$ cat src/rtl/core/lpfp_pkg.sv
// ----------------------------------------------------------------------------
// lpfp_pkg: shared types and constants of the length-prefixed frame parser
// Header layout, result field widths, stream packing and the result struct.
// ----------------------------------------------------------------------------
package lpfp_pkg;

  // Header is 17 bytes: type, 4 length, 8 timestamp, 4 transaction id
  localparam int HDR_BYTES = 17;
  localparam int CNT_W     = $clog2(HDR_BYTES);

  // Last byte index of each header section
  localparam logic [CNT_W-1:0] CNT_TYPE     = CNT_W'(0);
  localparam logic [CNT_W-1:0] CNT_LEN_END  = CNT_W'(4);
  localparam logic [CNT_W-1:0] CNT_TIME_END = CNT_W'(12);
  localparam logic [CNT_W-1:0] CNT_HDR_END  = CNT_W'(HDR_BYTES - 1);

  localparam int BYTE_W  = 8;
  localparam int LEN_W   = 32;
  localparam int TIME_W  = 64;
  localparam int TRANS_W = 32;
  localparam int SID_W   = 32;

  // Output tdata: type, length, timestamp, transaction id, stream tag, byte
  localparam int TDATA_W = BYTE_W + LEN_W + TIME_W + TRANS_W + SID_W + BYTE_W;

  typedef enum logic {
    KIND_HEADER  = 1'b0,
    KIND_PAYLOAD = 1'b1
  } lpfp_kind_t;

  typedef struct packed {
    lpfp_kind_t          kind;
    logic [BYTE_W-1:0]   packet_type;
    logic [LEN_W-1:0]    payload_length;
    logic [TIME_W-1:0]   timestamp;
    logic [TRANS_W-1:0]  transaction_id;
    logic [SID_W-1:0]    stream_tag;
    logic [BYTE_W-1:0]   payload_byte;
    logic                last;
  } lpfp_result_t;

endpackage

$ cat src/rtl/core/lpfp_in_stage.sv
// ----------------------------------------------------------------------------
// lpfp_in_stage: input byte register
// Holds one accepted stream byte until the parser takes it.
// ----------------------------------------------------------------------------
module lpfp_in_stage
  import lpfp_pkg::*;
(
  input  logic              clk,
  input  logic              rst,
  input  logic              s_tvalid,
  output logic              s_tready,
  input  logic [BYTE_W-1:0] s_tdata,    // data_byte [7:0]
  input  logic              take,
  output logic              in_valid,
  output logic [BYTE_W-1:0] in_byte
);

  // Accept while empty or while the held item moves on this cycle
  assign s_tready = !in_valid || take;

  // Track occupancy
  always_ff @(posedge clk) begin
    if (rst) begin
      in_valid <= 1'b0;
    end else if (s_tready) begin
      in_valid <= s_tvalid;
    end
  end

  // Load payload on accept
  always_ff @(posedge clk) begin
    if (s_tvalid && s_tready) begin
      in_byte <= s_tdata;
    end
  end

endmodule

$ cat src/rtl/core/lpfp_parser.sv
// ----------------------------------------------------------------------------
// lpfp_parser: header collection and payload tracking
// Shifts header bytes into their fields, then counts payload bytes down.
// ----------------------------------------------------------------------------
module lpfp_parser
  import lpfp_pkg::*;
(
  input  logic              clk,
  input  logic              rst,
  input  logic              cfg_wr,
  input  logic [SID_W-1:0]  cfg_data,
  input  logic              in_valid,
  input  logic [BYTE_W-1:0] in_byte,
  input  logic              out_free,
  output logic              take,
  output logic              res_valid,
  output lpfp_result_t      res
);

  logic               in_payload, in_payload_next;
  logic [CNT_W-1:0]   header_count, header_count_next;
  logic [BYTE_W-1:0]  type_reg, type_reg_next;
  logic [LEN_W-1:0]   length_reg, length_reg_next;
  logic [TIME_W-1:0]  time_reg, time_reg_next;
  logic [TRANS_W-1:0] trans_reg, trans_reg_next;
  logic [LEN_W-1:0]   remaining, remaining_next;
  logic [SID_W-1:0]   sid_reg;
  logic               pay_mode;
  logic               hdr_done;
  logic               produces;

  // Classify the held byte
  assign pay_mode = in_payload && (remaining != '0);
  assign hdr_done = !pay_mode && (header_count == CNT_HDR_END);
  assign produces = pay_mode || hdr_done;

  // Consume the byte unless its result cannot be stored
  assign take      = in_valid && (out_free || !produces);
  assign res_valid = take && produces;

  // Next state and result
  always_comb begin
    in_payload_next   = in_payload;
    header_count_next = header_count;
    type_reg_next     = type_reg;
    length_reg_next   = length_reg;
    time_reg_next     = time_reg;
    trans_reg_next    = trans_reg;
    remaining_next    = remaining;

    if (pay_mode) begin
      remaining_next  = remaining - LEN_W'(1);
      in_payload_next = (remaining != LEN_W'(1));
    end else begin
      in_payload_next = 1'b0;
      if (header_count == CNT_TYPE) begin
        type_reg_next = in_byte;
      end else if (header_count <= CNT_LEN_END) begin
        length_reg_next = {length_reg[LEN_W-BYTE_W-1:0], in_byte};
      end else if (header_count <= CNT_TIME_END) begin
        time_reg_next = {time_reg[TIME_W-BYTE_W-1:0], in_byte};
      end else begin
        trans_reg_next = {trans_reg[TRANS_W-BYTE_W-1:0], in_byte};
      end
      if (hdr_done) begin
        header_count_next = '0;
        in_payload_next   = (length_reg != '0);
        remaining_next    = length_reg;
      end else begin
        header_count_next = header_count + CNT_W'(1);
      end
    end

    res.kind           = pay_mode ? KIND_PAYLOAD : KIND_HEADER;
    res.packet_type    = type_reg;
    res.payload_length = length_reg;
    res.timestamp      = time_reg;
    res.transaction_id = trans_reg_next;
    res.stream_tag     = sid_reg;
    res.payload_byte   = pay_mode ? in_byte : '0;
    res.last           = pay_mode ? (remaining == LEN_W'(1)) : (length_reg == '0);
  end

  // Parser state
  always_ff @(posedge clk) begin
    if (rst) begin
      in_payload   <= 1'b0;
      header_count <= '0;
      type_reg     <= '0;
      length_reg   <= '0;
      time_reg     <= '0;
      trans_reg    <= '0;
      remaining    <= '0;
    end else if (take) begin
      in_payload   <= in_payload_next;
      header_count <= header_count_next;
      type_reg     <= type_reg_next;
      length_reg   <= length_reg_next;
      time_reg     <= time_reg_next;
      trans_reg    <= trans_reg_next;
      remaining    <= remaining_next;
    end
  end

  // Stream id register
  always_ff @(posedge clk) begin
    if (rst) begin
      sid_reg <= '0;
    end else if (cfg_wr) begin
      sid_reg <= cfg_data;
    end
  end

endmodule

$ cat src/rtl/core/lpfp_out_stage.sv
// ----------------------------------------------------------------------------
// lpfp_out_stage: result register
// Holds one result item until the receiver takes it.
// ----------------------------------------------------------------------------
module lpfp_out_stage
  import lpfp_pkg::*;
(
  input  logic         clk,
  input  logic         rst,
  input  logic         res_valid,
  input  lpfp_result_t res,
  output logic         out_free,
  output logic         m_tvalid,
  input  logic         m_tready,
  output lpfp_result_t out_res
);

  // Room for a new item when empty or draining now
  assign out_free = !m_tvalid || m_tready;

  // Track occupancy
  always_ff @(posedge clk) begin
    if (rst) begin
      m_tvalid <= 1'b0;
    end else if (out_free) begin
      m_tvalid <= res_valid;
    end
  end

  // Load result
  always_ff @(posedge clk) begin
    if (res_valid) begin
      out_res <= res;
    end
  end

endmodule

$ cat src/rtl/core/length_prefixed_frame_parser_unit.sv
// ----------------------------------------------------------------------------
// length_prefixed_frame_parser_unit: length-prefixed frame parser
// Splits a byte stream into 17-byte headers and counted payload bytes.
// ----------------------------------------------------------------------------
// Usage:
//   The slave stream carries one raw byte per item. Each 17-byte header
//   (type, 4-byte length, 8-byte timestamp, 4-byte transaction id, all
//   big-endian) yields one header item on the master stream (tuser = 0)
//   with the decoded fields and the configured stream tag. Each following
//   payload byte yields one item (tuser = 1); tlast marks the last byte,
//   or the header itself when the length is zero.
//   The cfg channel writes the stream tag register; it is always ready and
//   should be written only while the stream is idle.
//   Throughput is one byte per cycle while the receiver does not stall. A
//   byte moves from the input register through the parser into the result
//   register, and its item then shows on m_tvalid.
//   When the receiver stalls, the result register holds its item, one more
//   byte is held in the input register, and s_tready then drops until the
//   result is taken. Header bytes that make no item still pass freely.
//   Reset clears both registers, the header count and the stream tag.
// ----------------------------------------------------------------------------
module length_prefixed_frame_parser_unit
  import lpfp_pkg::*;
(
  input  logic               clk,
  input  logic               rst,
  input  logic               cfg_valid,
  output logic               cfg_ready,
  input  logic [SID_W-1:0]   cfg_data,    // stream tag [31:0]
  input  logic               s_tvalid,
  output logic               s_tready,
  input  logic [BYTE_W-1:0]  s_tdata,     // data_byte [7:0]
  output logic               m_tvalid,
  input  logic               m_tready,
  // packet_type [7:0], payload_length [39:8], timestamp [103:40],
  // transaction_id [135:104], stream_tag [167:136], payload_byte [175:168]
  output logic [TDATA_W-1:0] m_tdata,
  output logic               m_tuser,     // kind [0]
  output logic               m_tlast
);

  logic              take;
  logic              in_valid;
  logic [BYTE_W-1:0] in_byte;
  logic              out_free;
  logic              res_valid;
  lpfp_result_t      res;
  lpfp_result_t      out_res;

  assign cfg_ready = 1'b1;

  lpfp_in_stage u_in (
    .clk      (clk),
    .rst      (rst),
    .s_tvalid (s_tvalid),
    .s_tready (s_tready),
    .s_tdata  (s_tdata),
    .take     (take),
    .in_valid (in_valid),
    .in_byte  (in_byte)
  );

  lpfp_parser u_parser (
    .clk       (clk),
    .rst       (rst),
    .cfg_wr    (cfg_valid && cfg_ready),
    .cfg_data  (cfg_data),
    .in_valid  (in_valid),
    .in_byte   (in_byte),
    .out_free  (out_free),
    .take      (take),
    .res_valid (res_valid),
    .res       (res)
  );

  lpfp_out_stage u_out (
    .clk       (clk),
    .rst       (rst),
    .res_valid (res_valid),
    .res       (res),
    .out_free  (out_free),
    .m_tvalid  (m_tvalid),
    .m_tready  (m_tready),
    .out_res   (out_res)
  );

  // Pack the result, first field lowest
  assign m_tdata = {out_res.payload_byte, out_res.stream_tag, out_res.transaction_id,
                    out_res.timestamp, out_res.payload_length, out_res.packet_type};
  assign m_tuser = out_res.kind;
  assign m_tlast = out_res.last;

endmodule

$ cat config.mk
export PLATFORM = sky130hd
export DESIGN_NAME = length_prefixed_frame_parser_unit
export DESIGN_NICKNAME = d
export VERILOG_FILES = /design/src/rtl/core/lpfp_pkg.sv /design/src/rtl/core/lpfp_in_stage.sv /design/src/rtl/core/lpfp_parser.sv /design/src/rtl/core/lpfp_out_stage.sv /design/src/rtl/core/length_prefixed_frame_parser_unit.sv
export SDC_FILE = /design/constraint.sdc
export NUM_CORES = 1
export LEC_CHECK = 0
export BUFFER_PORTS_ARGS = -buffer_cell sky130_fd_sc_hd__buf_2
export CORE_MARGIN = 2
export CORE_UTILIZATION = 57
export DETAILED_ROUTE_END_ITERATION = 8
export PLACE_DENSITY_LB_ADDON = 0.3
export SYNTH_ARGS = -nofsm -noshare
export SYNTH_HDL_FRONTEND = slang
export SYNTH_SLANG_ARGS = --single-unit
$ cat constraint.sdc
create_clock -name clk -period 8.3 [get_ports clk]
set_input_delay 1.66 -clock clk [delete_from_list [all_inputs] [get_ports clk]]
set_output_delay 1.66 -clock clk [all_outputs]
set_load 0.005 [all_outputs]
==> flow_metrics.tcl, run 1 <==
set metrics [dict create \
    gr-max-usage-layer "met2" \
    final_min_period_over_clock_period 0.5290 \
    antenna_violating_nets_post_route 0 \
    grt_util_met3 0.03885 \
    async_flop_share 0 \
    maxCapViolCount 0 \
    global_route.overflow_total 0 \
    static_leakage_nw 6.676 \
    critical_path_required_ps 6640 \
    clock_tree.buffer_depth 3 \
    synth_seq_area_share 0.6520 \
    number_of_buffers_inserted_during_clock_tree_synthesis 39 \
    drive_above_1_share 0.2495 \
    floorplan.die.height_um 166.0 \
    final.setup.tns_ps 0 \
    timing_worst_slew_pin_value_ps 1075 \
    ys_seq_elements 394 \
    min-delay-start "u_parser.sid_reg[28]$_SDFFE_PP0P_" \
    port-buffer-count 224 \
    rr_startpoint "u_parser.header_count[0]$_SDFFE_PP0P_" \
    clock_sink_count 394 \
    p_int_mw 3.023 \
    core_um2 25910 \
    cts_resized 0 \
    power.clock.fraction 0.442 \
    power.switching_uw 783.6 \
    critical_path.endpoint_type "output port" \
    pre_cts_slack_ps 3647 \
    clockRootBuffer "clkbuf_16" \
    synth_flop_cell "dfxtp_1" \
    detailedPlacementHpwl_mm 21.24 \
    antenna-diode-count 0 \
    flip_flop_count_of_the_largest_register_all_copies_and_words_added 178 \
    timing.critical_path.fanout_max 5 \
    layout_setup_ws_ps 3910 \
    worst-endpoint-arrival_ps 2730 \
    cp-startpoint "u_parser.remaining[24]$_SDFFE_PP0P_" \
    mappedNetlistArea_um2 14950 \
    post-synth-top-area-fraction 0.3735 \
    status "finished, final reports clean" \
    finalHoldViolations 0 \
    globalRouteMet1Util 0.3432 \
    fin_worst_skew_ps 18.95 \
    count_of_vias_placed_by_the_detailed_router 9921 \
    number_of_ports_placed_on_the_die_boundary 226 \
    synth_largest_area_cell "edfxtp_1" \
    layout_common_cells "224 x buf_2, 208 x dfxtp_1, 187 x mux2i_1, 186 x edfxtp_1, 149 x nand2_1" \
    drcViolationCount 0 \
    dr.first_iter.drc_count 945 \
    edff_count_synth 186 \
    layout.cells.most_common "buf_2" \
    postSynthNetCount 1206 \
    detail_route.first_pass.iterations 5 \
    fp-row-count 59 \
    area_delta_synth_final_pct 16.76 \
    grt_setup_unrepaired "false" \
    chipWidth_um 166.0 \
    cts.reportedPaths.clkPinSlew_ps 70 \
    setup-violations-final 0 \
    maximum_number_of_pins_on_one_net_before_global_route_repair 152 \
    syn_inst 1156 \
    die_area_um2 27540 \
    clkLatencyLatePin_ps 540 \
    grt_first_pass_wirelength_mm 51.76 \
    pwr_density_nw_per_um2 218.0 \
    power.ir.vdd_worst_mv 0.1809 \
    cts_h_tree_depth 2 \
    grt_antenna_before_repair 0 \
    timing.setup.critical_path_class "register to output port" \
    top_cells_by_area_in_the_synthesized_netlist "edfxtp_1 37%, dfxtp_1 28%, mux2i_1 13%, nand2_1 3.8%, mux2_2 2.4%" \
    post_cts_hold_buffer_count 0 \
    distinct_cell_type_count_after_synthesis 63 \
    period_minus_slack_ps 4390 \
    sw_frac_of_total 0.2058 \
    viasPerCell 5.761 \
    wl_per_cell_um 19.27 \
    routabilityCongestion 0.8384 \
    initial_utilization 0.5771 \
    hold_ws_ps 428.1 \
    final_util 0.6738 \
    layout.nets 1406 \
    syn_avg_cell_area_um2 12.94 \
    hold_path_class "register to register" \
    maxClockFrequency_mhz 227.8 \
    start_kind "register" \
    detail_route.wirelength_mm 33.18 \
    synth_warnings 0 \
    share_comb_of_total_power 0.020 \
    groute.usage.overall 0.2321 \
    gr-usage-met2 0.3541 \
    cts.repair_timing.setup_buffer_count 0 \
    fraction_of_power_consumed_by_sequential_logic 0.538 \
    cts_tree "built" \
    grt_pass1_vias 9343 \
    report.final.slew_viol_count 0 \
    relative_slew_margins 0.2769 \
]
[cells by family after synthesis]
kind of cell,count (synthesis),synth area share
mux,219,0.1493
simple gates,334,0.1112
compound gates,96,0.04912
xor+xnor,1,0.0005858
other cells,1,0.0002508
fa+ha+maj,5,0.004184
flops,394,0.6520
buf+inv,106,0.03339
[final cells by class]
class	count	area (um^2)
Tap cell	335	419.2
Inverter	30	115.1
Clock buffer	52	1045
Multi-Input combinational cell	656	4730
Fill cell	1837	8452
Timing Repair Buffer	235	1216
Sequential cell	394	9749
Clock inverter	20	185.2
[worst max-delay path, cell delays in order (launching register included)]
cell and delay, ps:
dfxtp_1 350, nor4_1 700, nand4_1 380, o21ai_2 260, inv_2 50, o211ai_1 280
buf_2 180
[final timing paths]
kind | end | slack [ps] | cells past startpoint
worst max-delay path | s_tready | 3910 | 6
worst min-delay path | u_out.out_res[37]$_DFFE_PP_ | 430 | 0
worst max register to register | u_parser.remaining[27]$_SDFFE_PP0P_ | 4050 | 8
worst min register to register | u_out.out_res[37]$_DFFE_PP_ | 430 | 0
[synthesized netlist by cell type (all sizes together), types with 2 or more instances]
library cell / count
a2111oi: 6
a211oi: 4
a21o: 2
a21oi: 8
a221oi: 3
a22oi: 10
a2bb2oi: 6
a31o: 8
a31oi: 2
and2: 10
and3: 3
buf: 29
clkbuf: 47
dfxtp: 208
edfxtp: 186
ha: 5
inv: 30
mux2: 32
mux2i: 187
nand2: 150
nand2b: 2
nand3: 11
nand4: 10
nor2: 49
nor2b: 7
nor3: 29
nor4: 36
nor4b: 4
o211ai: 5
o21ai: 8
o22ai: 7
o2bb2ai: 3
o31ai: 2
o32ai: 17
or2: 4
or3: 4
or3b: 2
or4: 9
[per-stage QoR]
stage               cells  area, um^2  power, mW
floorplan            1156       14950      2.138
global placement     1650       16230      2.164
detailed placement   1650       16230      2.166
CTS                  1722       17460      3.834
global route         1722       17460      3.918
finish               1722       17460      3.807
[power groups by stage]
stage                     Combinational [mW]  Clock, mW  Sequential [mW]
after floorplan                       0.0524          0             2.09
after global placement                0.0740          0             2.09
after detailed placement              0.0755          0             2.09
after CTS                             0.0759       1.71             2.05
after global routing                  0.0827       1.79             2.05
final                                 0.0759       1.68             2.05
[per-layer routing]
metal | share of wire | vias to the layer above
met4 | 0.024 | 0
met2 | 0.46 | 434
met3 | 0.076 | 57
met1 | 0.44 | 4764
met5 | 0 | -
li1 | - | 4666
Power figures use the tool's default switching activity.
==> inputs of run 2 (changes only) <==
clock period = 4.3 ns   (was 8.3 ns; I/O delays follow)
==> flow_metrics.tcl, run 2 (same netlist as run 1, synthesis figures left out) <==
set metrics [dict create \
    min_delay_path_depth 0 \
    grt_first_pass_wirelength_mm 52.01 \
    post_cts_hold_buffer_count 0 \
    worstRegToRegCells 7 \
    drcViolationCount 0 \
    final.setup.tns_ps 0 \
    static_leakage_nw 6.938 \
    slowest_delay_ps 540 \
    routabilityCongestion 0.9188 \
    groute.usage.overall 0.2332 \
    die_area_um2 27540 \
    worstHoldEndpoint "u_out.out_res[94]$_DFFE_PP_" \
    report.final.slew_viol_count 0 \
    cts.reportedPaths.clkPinSlew_ps 60 \
    start_kind "register" \
    timing.rr.end "u_out.out_res[20]$_DFFE_PP_" \
    detail_route.wirelength_mm 33.16 \
    critPathTopFamily "simple AND/OR/NAND/NOR gates" \
    initial_utilization 0.5771 \
    cts_h_tree_depth 2 \
    relative_slew_margins 0.2865 \
    area_delta_synth_final_pct 17.66 \
    core_um2 25910 \
    fin_worst_skew_ps 14.02 \
    min-delay-start "u_parser.time_reg[21]$_SDFFE_PP0P_" \
    final_min_period_over_clock_period 0.8269 \
    drive_above_1_share 0.2554 \
    viasPerCell 5.721 \
    setup-violations-final 0 \
    crit_path_top_delay_cell "nor4_1" \
    grt_pass1_vias 9385 \
    detailedPlacementHpwl_mm 21.70 \
    critical_path_required_ps 3440 \
    power.ir.vdd_worst_mv 0.3529 \
    chipWidth_um 166.0 \
    clock_sink_count 394 \
    maxClockFrequency_mhz 281.2 \
    worstPathCellList "nor4_1 > nand4_1 > o21ai_2 > inv_2 > o211ai_1 > buf_2" \
    rr_startpoint "u_parser.header_count[0]$_SDFFE_PP0P_" \
    global_route.overflow_total 0 \
    clkLatencyLatePin_ps 530 \
    worst-endpoint-arrival_ps 2700 \
    layout_common_cells "224 x buf_2, 208 x dfxtp_1, 187 x mux2i_1, 186 x edfxtp_1, 149 x nand2_1" \
    number_of_ports_placed_on_the_die_boundary 226 \
    status "finished, final reports clean" \
    cp-startpoint "u_parser.remaining[24]$_SDFFE_PP0P_" \
    layout.nets 1412 \
    port-buffer-count 224 \
    detail_route.first_pass.iterations 6 \
    grt_antenna_before_repair 0 \
    cts_tree "built" \
    clock_tree.buffer_depth 3 \
    period_minus_slack_ps 3556 \
    hold_path_class "register to register" \
    maximum_number_of_pins_on_one_net_before_global_route_repair 87 \
    count_of_vias_placed_by_the_detailed_router 9892 \
    antenna-diode-count 0 \
    critical_path.endpoint_type "output port" \
    dr.first_iter.drc_count 1006 \
    layout.cell_area.non_filler_um2 17590 \
    fp-row-count 59 \
    timing.critical_path.fanout_max 22 \
    timing_worst_slew_pin_value_ps 1060 \
    flip_flop_count_of_the_largest_register_all_copies_and_words_added 178 \
    dp_area_um2 16300 \
    pwr_density_nw_per_um2 425.1 \
    cts_resized 0 \
    timing.setup.critical_path_class "register to output port" \
    layout.cells.most_common "buf_2" \
    crit_buf_inv 2 \
    finalHoldViolations 0 \
    floorplan.die.height_um 166.0 \
    hold_ws_ps 422.2 \
    antenna_violating_nets_post_route 0 \
    wl_per_cell_um 19.18 \
    timing.reg2reg.setup_slack_ps 1160 \
    grt_setup_unrepaired "false" \
    maxCapViolCount 0 \
    number_of_buffers_inserted_during_clock_tree_synthesis 40 \
    cts.repair_timing.setup_buffer_count 0 \
    clockRootBuffer "clkbuf_16" \
]
[run 2: cell types whose count changed in the layout (fill, tap and decap cells not counted), moves of 2 or more]
| cell | before | now |
|---|---|---|
| clkbuf_8 | 2 | 7 |
| clkinv_1 | 7 | 5 |
| buf_12 | 1 | 3 |
| buf_4 | 10 | 13 |
[run 2: per-stage QoR]
step                cells    util  worst slack, ps  power [mW]
finish               1729  0.6790            744.4       7.479
global route         1729  0.6790            421.4       7.685
CTS                  1729  0.6790            747.4       7.523
detailed placement   1655  0.6289             1216       4.185
global placement     1655  0.6289             1214       4.179
floorplan            1156       -            946.6       4.127
[run 2: cell type report]
cell class / count / area, um^2
flip-flops and latches: 394 / 9749
fillers: 1913 / 8317
multi-input cells: 656 / 4733
repair buffers: 240 / 1279
clock buffers: 57 / 1135
well taps: 335 / 419.2
clock inverters: 17 / 163.9
inverters: 30 / 115.1
[run 2: layer usage]
layer  vias to the layer above  routed length [um]  global-route usage  part of all wire
met5                         -                   0                   0                 0
met4                         0                 767             0.06919             0.023
met3                        56                2500             0.05029             0.075
met2                       397               15480              0.3711              0.47
met1                      4766               14410              0.3250              0.43
li1                       4673                   -                   -                 -
[run 2: worst max path at each step]
stage,cells past startpoint,slack (ps),end
6_report,6,740,s_tready
4_1_cts,8,750,s_tready
5_1_grt,8,420,s_tready
3_3_place_gp,6,1210,u_parser.remaining[26]$_SDFFE_PP0P_
2_1_floorplan,8,950,u_parser.remaining[10]$_SDFFE_PP0P_
3_5_place_dp,6,1220,u_parser.remaining[26]$_SDFFE_PP0P_
[run 2: report_power, final]
group / switching, mW / total (mW) / internal (mW)
combinational: 0.0970 / 0.151 / 0.0542
sequential: 0.0215 / 3.95 / 3.93
clock: 1.40 / 3.37 / 1.97
==> inputs of run 3 (changes only) <==
CORE_UTILIZATION = 51   (was 57)
clock period = 3 ns   (was 4.3 ns; I/O delays follow)
==> flow_metrics.tcl, run 3 (same netlist as run 1, synthesis figures left out) <==
set metrics [dict create \
    status "finished, final reports clean" \
    timing.critical_path.fanout_max 6 \
    finalHoldViolations 0 \
    antenna-diode-count 0 \
    fin_worst_skew_ps 17.42 \
    drive_above_1_share 0.2755 \
    critical_path_required_ps 2400 \
    area_delta_synth_final_pct 20.25 \
    detail_route.wirelength_mm 33.25 \
    groute.usage.overall 0.2130 \
    clock_sink_count 394 \
    cts_tree "built" \
    clkLatencyLatePin_ps 530 \
    timing.reg2reg.setup_slack_ps 310 \
    grt_setup_unrepaired "true" \
    cts_h_tree_depth 2 \
    maxClockFrequency_mhz 342.0 \
    number_of_ports_placed_on_the_die_boundary 226 \
    layout.cells.most_common "buf_2" \
    slowest_delay_ps 360 \
    hold_ws_ps 249.0 \
    cts.reportedPaths.clkPinSlew_ps 60 \
    relative_slew_margins 0.3646 \
    period_minus_slack_ps 2924 \
    power.ir.vdd_worst_mv 0.3557 \
    start_kind "register" \
    maxCapViolCount 0 \
    grt_pass1_vias 9543 \
    wl_per_cell_um 18.44 \
    chipWidth_um 175.2 \
    antenna_violating_nets_post_route 0 \
    detail_route.first_pass.iterations 5 \
    global_route.overflow_total 0 \
    crit_buf_inv 3 \
    worst-endpoint-arrival_ps 2320 \
    crit_path_top_delay_cell "dfxtp_4" \
    initial_utilization 0.5196 \
    layout_common_cells "224 x buf_2, 204 x dfxtp_1, 187 x mux2i_1, 186 x edfxtp_1, 149 x nand2_1" \
    viasPerCell 5.539 \
    detailedPlacementHpwl_mm 22.11 \
    maximum_number_of_pins_on_one_net_before_global_route_repair 72 \
    clockRootBuffer "clkbuf_16" \
    critical_path.endpoint_type "output port" \
    timing.setup.critical_path_class "register to output port" \
    grt_first_pass_wirelength_mm 52.27 \
    timing_worst_slew_pin_value_ps 953.0 \
    port-buffer-count 224 \
    core_um2 28780 \
    worstPathCellList "inv_2 > ha_2 > nor4b_4 > nand4_1 > o21ai_4 > inv_8 > o211ai_1 > buf_2" \
    hold_path_class "input port to register" \
    routabilityCongestion 0.8771 \
    grt_antenna_before_repair 0 \
    flip_flop_count_of_the_largest_register_all_copies_and_words_added 178 \
    clock_tree.buffer_depth 3 \
    final_min_period_over_clock_period 0.9748 \
    floorplan.die.height_um 175.2 \
    report.final.slew_viol_count 0 \
    final_util 0.6248 \
    fp-row-count 62 \
    layout.nets 1438 \
    setup-violations-final 0 \
    count_of_vias_placed_by_the_detailed_router 9987 \
    critPathTopFamily "compound AO/OA/AOI/OAI gates" \
    fin_total_pwr_mw 10.53 \
    static_leakage_nw 6.980 \
    number_of_buffers_inserted_during_clock_tree_synthesis 39 \
    die_area_um2 30710 \
    pwr_density_nw_per_um2 585.6 \
    dr.first_iter.drc_count 850 \
    drcViolationCount 0 \
]
## run 3: cell count changes in the layout (fill, tap and decap cells not counted), sizes merged
cell,before,now
clkbuf,57,61
clkinv,12,9
buf,240,266
bufinv,2,0
## run 3: stage by stage
stage	area (um^2)	setup slack, ps	setup TNS [ps]	instances
floorplan	14970	165.8	0	1156
global placement	16580	213.4	0	1722
detailed placement	16580	112.5	0	1722
CTS	17890	15.19	0	1798
global route	17980	-116.5	-116.5	1803
finish	17980	75.74	0	1803
## run 3: metal layers
layer / vias up / wire (um) / GRT usage
met3: 64 / 2508 / 0.04961
li1: 4748 / - / -
met5: - / 0 / 0
met4: 0 / 857 / 0.07083
met1: 4789 / 14750 / 0.2969
met2: 386 / 15130 / 0.3296
## run 3: repair_timing
item | 4_1_cts | 5_1_grt
cloned | 1 | 0
buffers inserted | 3 | 5
pin swaps | 4 | 6
gates resized for setup | 9 | 14
hold endpoints to repair | 0 | 0
setup endpoints to repair | 1 | 1
hold buffers | 0 | 0
## run 3: final cells by class
| type | count | area, um^2 |
|---|---|---|
| well taps | 384 | 480.5 |
| clock inverters | 11 | 70.07 |
| inverters | 30 | 122.6 |
| repair inverters | 1 | 6.256 |
| multi-input cells | 656 | 4822 |
| fillers | 2269 | 10800 |
| clock buffers | 61 | 1161 |
| repair buffers | 266 | 1562 |
| flip-flops and latches | 394 | 9757 |
## run 3: where the power goes
group	switching (mW)	total, mW	internal (mW)
combinational	0.138	0.221	0.0828
clock	1.97	4.64	2.68
sequential	0.0288	5.67	5.64
## run 3: path summary, 6_finish.rpt
path,start,to,cells past startpoint
hold reg to reg,u_parser.time_reg[22]$_SDFFE_PP0P_,u_out.out_res[95]$_DFFE_PP_,0
setup / recovery,u_parser.remaining[0]$_SDFFE_PP0P_,s_tready,8
hold / removal,s_tdata[2],u_in.in_byte[2]$_DFFE_PP_,1
setup reg to reg,u_parser.remaining[0]$_SDFFE_PP0P_,u_out.out_res[122]$_DFFE_PP_,8
